## src/hdl/ookfe_pkg.sv

```systemverilog
// ============================================================================
// ookfe_pkg
// Shared types and constants of the OOK remote-control frame encoder.
// ============================================================================
`default_nettype none

package ookfe_pkg;

    localparam int ADDRESS_BITS_DEFAULT = 8;
    localparam int DATA_BITS_DEFAULT    = 4;

    localparam int DUR_W   = 10;
    localparam int SHORT_W = 8;
    localparam int LONG_W  = 8;
    localparam int WORDS_W = 4;
    localparam int CFG_W   = 10;

    localparam logic [SHORT_W-1:0] SHORT_RESET    = 8'd4;
    localparam logic [LONG_W-1:0]  LONG_RESET     = 8'd12;
    localparam logic [DUR_W-1:0]   SYNC_LOW_RESET = 10'd128;
    localparam logic [WORDS_W-1:0] WORDS_RESET    = 4'd4;

    typedef enum logic [1:0] {
        CFG_SHORT    = 2'd0,
        CFG_LONG     = 2'd1,
        CFG_SYNC_LOW = 2'd2,
        CFG_WORDS    = 2'd3
    } cfg_index_t;

    typedef enum logic {
        ACT_START = 1'b0,
        ACT_TICK  = 1'b1
    } action_t;

endpackage

`default_nettype wire

```

## src/hdl/ook_remote_frame_encoder_top.sv

```systemverilog
// ============================================================================
// ook_remote_frame_encoder_top
// Pulse-coded remote-control frame encoder driven by one request per tick.
// ============================================================================
//
//  channel | signals                                   | direction
//  --------+-------------------------------------------+----------
//  in      | in_valid, in_stall, action, address,      | request in
//          | data_code                                 |
//  out     | out_valid, out_stall, line_level,         | result out
//          | busy_res, frame_done, start_rejected      |
//  cfg     | cfg_valid, cfg_ready, cfg_index, cfg_data | write in
//
//  One request per clock when not stalled; its result shows the next cycle.
//  The frame state advances in a single pass of logic from the state
//  registers into one output register.
//  Reset clears the frame state and loads the register defaults.
//  A request is taken while the output register is empty or being drained;
//  out_stall stalls the input only when a result is waiting.
// ============================================================================
`default_nettype none

module ook_remote_frame_encoder_top
    import ookfe_pkg::*;
#(
    parameter int ADDRESS_BITS = ADDRESS_BITS_DEFAULT,
    parameter int DATA_BITS    = DATA_BITS_DEFAULT
)
(
    input  wire logic                    clk,
    input  wire logic                    rst_n,

    input  wire logic                    in_valid,
    output logic                         in_stall,
    input  wire logic                    action,
    input  wire logic [ADDRESS_BITS-1:0] address,
    input  wire logic [DATA_BITS-1:0]    data_code,

    output logic                         out_valid,
    input  wire logic                    out_stall,
    output logic                         line_level,
    output logic                         busy_res,
    output logic                         frame_done,
    output logic                         start_rejected,

    input  wire logic                    cfg_valid,
    output logic                         cfg_ready,
    input  wire logic [1:0]              cfg_index,
    input  wire logic [CFG_W-1:0]        cfg_data
);

    localparam int TOTAL_BITS = ADDRESS_BITS + DATA_BITS;
    localparam int SYM_W      = $clog2(TOTAL_BITS + 1);
    localparam int PAD_W      = 2 ** SYM_W;
    localparam logic [SYM_W-1:0] SYNC_IDX = SYM_W'(TOTAL_BITS);

    logic [SHORT_W-1:0]      short_reg;
    logic [LONG_W-1:0]       long_reg;
    logic [DUR_W-1:0]        sync_low_reg;
    logic [WORDS_W-1:0]      words_reg;

    logic                    sending_reg, sending_next;
    logic [ADDRESS_BITS-1:0] held_address_reg, held_address_next;
    logic [DATA_BITS-1:0]    held_code_reg, held_code_next;
    logic [WORDS_W-1:0]      word_reg, word_next;
    logic [SYM_W-1:0]        sym_reg, sym_next;
    logic [1:0]              seg_reg, seg_next;
    logic [DUR_W-1:0]        left_reg, left_next;

    logic                    out_valid_reg;
    logic                    level_reg, level_next;
    logic                    busy_reg;
    logic                    done_reg, done_next;
    logic                    rejected_reg, rejected_next;

    logic                    in_accept;
    logic                    out_accept;

    logic [DUR_W-1:0]        short_eff;
    logic [DUR_W-1:0]        long_eff;
    logic [DUR_W-1:0]        sync_low_eff;
    logic [WORDS_W-1:0]      words_eff;

    assign short_eff    = (short_reg == '0) ? DUR_W'(1) : DUR_W'(short_reg);
    assign long_eff     = (long_reg == '0) ? DUR_W'(1) : DUR_W'(long_reg);
    assign sync_low_eff = (sync_low_reg == '0) ? DUR_W'(1) : sync_low_reg;
    assign words_eff    = (words_reg == '0) ? WORDS_W'(1) : words_reg;

    assign cfg_ready  = 1'b1;
    assign out_accept = out_valid_reg && !out_stall;
    assign in_stall   = out_valid_reg && out_stall;
    assign in_accept  = in_valid && !in_stall;

    // Segment length for a symbol: data bit value, or sync when is_sync.
    function automatic logic [DUR_W-1:0] seg_length(
        input logic             is_sync,
        input logic             bit_val,
        input logic [1:0]       seg,
        input logic [DUR_W-1:0] s_len,
        input logic [DUR_W-1:0] l_len,
        input logic [DUR_W-1:0] sync_len
    );
        logic [DUR_W-1:0] len;
        if (is_sync)
        begin
            len = (seg == 2'd0) ? s_len : sync_len;
        end
        else if (bit_val == 1'b0)
        begin
            len = seg[0] ? l_len : s_len;
        end
        else
        begin
            len = seg[0] ? s_len : l_len;
        end
        return len;
    endfunction

    always_ff @(posedge clk or negedge rst_n)
    begin
        if (!rst_n)
        begin
            short_reg    <= SHORT_RESET;
            long_reg     <= LONG_RESET;
            sync_low_reg <= SYNC_LOW_RESET;
            words_reg    <= WORDS_RESET;
        end
        else if (cfg_valid && cfg_ready)
        begin
            unique case (cfg_index)
                CFG_SHORT:    short_reg    <= cfg_data[SHORT_W-1:0];
                CFG_LONG:     long_reg     <= cfg_data[LONG_W-1:0];
                CFG_SYNC_LOW: sync_low_reg <= cfg_data;
                CFG_WORDS:    words_reg    <= cfg_data[WORDS_W-1:0];
                default:      short_reg    <= short_reg;
            endcase
        end
    end

    always_comb
    begin
        logic [PAD_W-1:0]   bits_pad;
        logic [DUR_W-1:0]   left_dec;
        logic [1:0]         last_seg;
        logic [WORDS_W-1:0] word_inc;
        logic               next_is_sync;
        logic               next_bit;

        bits_pad     = PAD_W'({held_code_reg, held_address_reg});
        left_dec     = (left_reg != '0) ? left_reg - DUR_W'(1) : '0;
        last_seg     = (sym_reg == SYNC_IDX) ? 2'd1 : 2'd3;
        word_inc     = word_reg + WORDS_W'(1);
        next_is_sync = 1'b0;
        next_bit     = 1'b0;

        sending_next      = sending_reg;
        held_address_next = held_address_reg;
        held_code_next    = held_code_reg;
        word_next         = word_reg;
        sym_next          = sym_reg;
        seg_next          = seg_reg;
        left_next         = left_reg;
        level_next        = 1'b0;
        done_next         = 1'b0;
        rejected_next     = 1'b0;

        if (action == ACT_START)
        begin
            if (sending_reg)
            begin
                rejected_next = 1'b1;
            end
            else
            begin
                held_address_next = address;
                held_code_next    = data_code;
                sending_next      = 1'b1;
                word_next         = '0;
                sym_next          = '0;
                seg_next          = 2'd0;
                left_next         = seg_length(1'b0, address[0], 2'd0,
                                               short_eff, long_eff, sync_low_eff);
            end
        end
        else if (sending_reg)
        begin
            level_next = ~seg_reg[0];
            left_next  = left_dec;
            if (left_dec == '0)
            begin
                if (seg_reg < last_seg)
                begin
                    seg_next = seg_reg + 2'd1;
                end
                else
                begin
                    seg_next = 2'd0;
                    if (sym_reg < SYNC_IDX)
                    begin
                        sym_next = sym_reg + SYM_W'(1);
                    end
                    else
                    begin
                        sym_next = '0;
                        if (word_inc == '0 || word_inc >= words_eff)
                        begin
                            sending_next = 1'b0;
                            word_next    = '0;
                            done_next    = 1'b1;
                        end
                        else
                        begin
                            word_next = word_inc;
                        end
                    end
                end
                next_is_sync = (sym_next == SYNC_IDX);
                next_bit     = bits_pad[sym_next];
                if (sending_next)
                begin
                    left_next = seg_length(next_is_sync, next_bit, seg_next,
                                           short_eff, long_eff, sync_low_eff);
                end
            end
        end
    end

    always_ff @(posedge clk or negedge rst_n)
    begin
        if (!rst_n)
        begin
            sending_reg      <= 1'b0;
            held_address_reg <= '0;
            held_code_reg    <= '0;
            word_reg         <= '0;
            sym_reg          <= '0;
            seg_reg          <= 2'd0;
            left_reg         <= '0;
            out_valid_reg    <= 1'b0;
        end
        else
        begin
            if (in_accept)
            begin
                sending_reg      <= sending_next;
                held_address_reg <= held_address_next;
                held_code_reg    <= held_code_next;
                word_reg         <= word_next;
                sym_reg          <= sym_next;
                seg_reg          <= seg_next;
                left_reg         <= left_next;
                out_valid_reg    <= 1'b1;
            end
            else if (out_accept)
            begin
                out_valid_reg <= 1'b0;
            end
        end
    end

    always_ff @(posedge clk)
    begin
        if (in_accept)
        begin
            level_reg    <= level_next;
            busy_reg     <= sending_next;
            done_reg     <= done_next;
            rejected_reg <= rejected_next;
        end
    end

    assign out_valid      = out_valid_reg;
    assign line_level     = level_reg;
    assign busy_res       = busy_reg;
    assign frame_done     = done_reg;
    assign start_rejected = rejected_reg;

    a_done_not_busy: assert property (@(posedge clk) disable iff (!rst_n)
        out_valid_reg |-> !(done_reg && busy_reg))
        else $error("frame_done with busy_res set");

    a_reject_busy: assert property (@(posedge clk) disable iff (!rst_n)
        out_valid_reg && rejected_reg |-> busy_reg && !level_reg)
        else $error("rejected start without a frame in progress");

    a_idle_word: assert property (@(posedge clk) disable iff (!rst_n)
        !sending_reg |-> word_reg == '0)
        else $error("word count left over while idle");

    a_hold_result: assert property (@(posedge clk) disable iff (!rst_n)
        in_stall |=> out_valid_reg && $stable(busy_reg) && $stable(sending_reg))
        else $error("state moved while input stalled");

endmodule

`default_nettype wire
```

## config.mk

```make
export PLATFORM = sky130hd
export DESIGN_NAME = ook_remote_frame_encoder_top
export DESIGN_NICKNAME = d
export VERILOG_FILES = /design/src/hdl/ookfe_pkg.sv /design/src/hdl/ook_remote_frame_encoder_top.sv
export SDC_FILE = /design/constraint.sdc
export NUM_CORES = 1
export LEC_CHECK = 0
export BUFFER_PORTS_ARGS = -buffer_cell sky130_fd_sc_hd__buf_2
export CAP_MARGIN = 30
export CORE_MARGIN = 1.5
export CORE_UTILIZATION = 40
export CTS_BUF_LIST = sky130_fd_sc_hd__clkbuf_4
export CTS_CLUSTER_DIAMETER = 120
export CTS_CLUSTER_SIZE = 20
export DETAILED_ROUTE_END_ITERATION = 10
export GPL_ROUTABILITY_DRIVEN = 0
export PLACE_DENSITY = 0.66
export SETUP_SLACK_MARGIN = 0.5
export SYNTH_ARGS = -nofsm -noshare
export SYNTH_HDL_FRONTEND = slang
export SYNTH_SLANG_ARGS = --single-unit
```

## constraint.sdc

```tcl
create_clock -name clk -period 4.01 [get_ports clk]
set_input_delay 0.401 -clock clk [delete_from_list [all_inputs] [get_ports clk]]
set_output_delay 0.401 -clock clk [all_outputs]
set_load 0.01 [all_outputs]
```

==> flow_summary_export.csv <==
group,metric,value,unit
yosys,synthFlopType,"dfrtp_1",
floorplan,die_w,106.5,um
finish,multi_input_area,2490,um2
critical_path,crit_family,"multiplexers",
power,p_leak,0.002099,uW
power,power.total,2575,uW
cts,cts_buffers,9,
floorplan,fp.coreArea,10370,um2
global_routing,grt_first_pass_wirelength,16840,um
yosys,syn-num-nets,467,
yosys,yosys.area_share.simple,0.1647,
yosys,ys_seq_area_frac,0.4032,
floorplan,die_h,106.5,um
yosys,synth.top_cell.area_share,0.3445,
timing,finClkSkew,0.01280,ns
yosys,synth.distinct_cells,70,
critical_path,worst-setup-path-type,"reg2reg",
placed_design,dp.cells,587,
floorplan,dieArea,11340,um2
yosys,synthTopCellsByCount,"dfrtp_1, mux2_2, nor2_1",
cts,cts_root_buf,"clkbuf_4",
timing,setup_viol,0,
yosys,synth-compound-area-share,0.1720,
critical_path,endpoint_kind,"flip-flop",
finish,syn2layout_area_growth,15.27,%
power,ir_drop,0.2723,mV
detailed_routing,vias_per_cell,5.775,
detailed_routing,wirelength,10130,um
placed_design,placed_area,4669,um2
timing,max_clock_freq,0.2930,GHz
floorplan,pin_count,37,
critical_path,cp-start-kind,"flip-flop",
detailed_routing,dr.first_iter.drc_count,369,
outcome,status,"complete, no violations",
yosys,synth_top_family_by_area,"multiplexers",
detailed_routing,wl_per_cell,16.63,um
cts,clock_sinks,68,
finish,stdcell_area,4940,um2
critical_path,worstPathRequired,4.30,ns
yosys,yosysTopAreaCell,"dfrtp_1",
yosys,synthCells,425,
cts,cts_tree,"built",
timing,rsz0062_at_grt,"false",
timing,period_minus_slack,3.413,ns
yosys,yosysMostFrequentCell,"dfrtp_1",
yosys,ys_seq_elements,68,
critical_path,cp_cell_sequence,"inv_4 > ha_4 > and3_4 > ha_4 > a21o_1 > mux2i_2 > mux4_2 > a21boi_2 > or4_4 > buf_4 > a211oi_1 > a211oi_1",
global_routing,track_usage,0.1877,
detailed_routing,vias,3517,
critical_path,cp.arrival,3.70,ns
finish,fin_cells,609,
yosys,synth_fa_ha_area_frac,0.03504,
critical_path,slowest_delay,0.57,ns
cts,clk_pin_slew,0.11,ns
yosys,synth_xor_area_frac,0.01431,
cts,cts_max_level,3,
timing,slew_violations,0,
global_routing,grt_max_degree,36,
yosys,yosysWarnings,0,
finish,final_layout_size_suffix_gt1_frac,0.3114,
yosys,avgSynthCellArea,10.08,um2
cts,clk_latency,0.41,ns
global_routing,overflow,0,
yosys,muxShareOfSynthArea,0.1755,
yosys,synth-edff-count,4,
placed_design,dp_hpwl,7569,um
global_routing,grt_pass1_vias,3453,
floorplan,start_util,0.4132,
detailed_routing,dr.pass1.iters,5,
timing,worst_slew_pin_slew,0.7972,ns
detailed_routing,ant_nets,0,
critical_path,cp_slowest_cell,"or4_4",
finish,seq_area,1729,um2
finish,final_nets,509,
placed_design,io_buffers,35,
finish,fillers,1000,
worst_hold_path,hold_path_class,"in2async",
timing,slew-limit-headroom,0.4685,
job,drv_cap,0,
timing,final_hold_viol_count,0,
yosys,synthArstFlopShare,0.9412,
finish,postLayoutCoreUtil,0.4764,
floorplan,fp-row-count,37,
cts,cts.path.max_buffers,2,
cts,ctsHoldBuffers,0,
yosys,ys_top_cells_by_area,"dfrtp_1, mux2_2, mux2i_1",
yosys,syn_area,4285,um2
critical_path,crit_path_max_fanout,6,
detailed_routing,drc_errors,0,
power,p_per_area,521.3,nW/um2
global_routing,antenna_found_initial,1,
critical_path,cp.buffers_inverters,2,
timing,min_period_over_period,0.8511,
timing,fin_tns_setup,0,ns
final cells by class:
| cell class | count | share of cell area |
|---|---|---|
| tap | 136 | 0.03445 |
| multi-input combinational | 321 | 0.5041 |
| timing repair buffer | 53 | 0.06282 |
| inverter | 14 | 0.01114 |
| clock buffer | 9 | 0.01368 |
| clock inverter | 7 | 0.02330 |
| antenna | 1 | 0.0005066 |
| sequential | 68 | 0.3501 |
logic make-up (layout without fill, tap and decap cells):
family	count (synthesis)	in the layout
XOR/XNOR	7	7
AO/OA/AOI/OAI	101	101
flip-flops	68	68
adder cells (fa/ha/maj)	12	12
other	1	2
AND/OR/NAND/NOR	132	132
multiplexers	68	68
buffers and inverters	36	83
metal layers:
layer	track usage	vias up	part of all wire	wire length, um
met1	0.2509	1717	0.47	4784
met2	0.3046	98	0.47	4761
li1	-	1686	-	-
met3	0.03372	16	0.043	440
met5	0	-	0	0
met4	0.06857	0	0.014	141
through the flow:
stage                     worst slack [ns]  hold WS (ns)
after floorplan                     0.3646        0.1054
after global placement              0.3184        0.4921
after detailed placement            0.2380        0.4986
after CTS                           0.5065       0.06377
after global routing                0.4761       0.09893
final                               0.5971       0.06407
power by group:
part	internal [uW]	leakage [uW]	switching, uW
clock	314	0.0000952	256
sequential	837	0.000798	185
combinational	465	0.00121	517
total	1620	0.00210	959
worst paths after layout:
path / slack (ns) / to / depth (start not counted) / start
max: 0.60 / left_reg[4]$_DFFE_PN0P_ / 12 / sym_reg[0]$_DFFE_PN0P_
min: 0.06 / word_reg[1]$_DFFE_PN0P_ / 1 / rst_n
max reg2reg: 0.60 / left_reg[4]$_DFFE_PN0P_ / 12 / sym_reg[0]$_DFFE_PN0P_
min reg2reg: 0.52 / held_address_reg[1]$_DFFE_PN0P_ / 1 / held_address_reg[1]$_DFFE_PN0P_
max in group asynchronous: 3.01 / sync_low_reg[7]$_DFFE_PN1P_ / 2 / rst_n
min in group clk: 0.19 / out_valid$_DFFE_PN0P_ / 2 / in_valid
cells in the final DEF (no fill, tap or decap), drive strengths merged, types with 9 or more instances in the layout:
cell type	instances
nor3	13
nand3	10
nor2	30
clkbuf	9
mux2i	20
inv	13
o21ai	12
a31oi	10
ha	12
buf	53
a21oi	16
a211oi	13
dfrtp	59
nand2	25
mux2	47
timing repair:
action / CTS / global route
setup buffers: 2 / 3
pin swaps: 0 / 1
setup endpoints to repair: 8 / 13
endpoints found under the hold margin: 0 / 0
resized for setup: 5 / 9
Note: power is estimated with default switching activity, not from simulation.
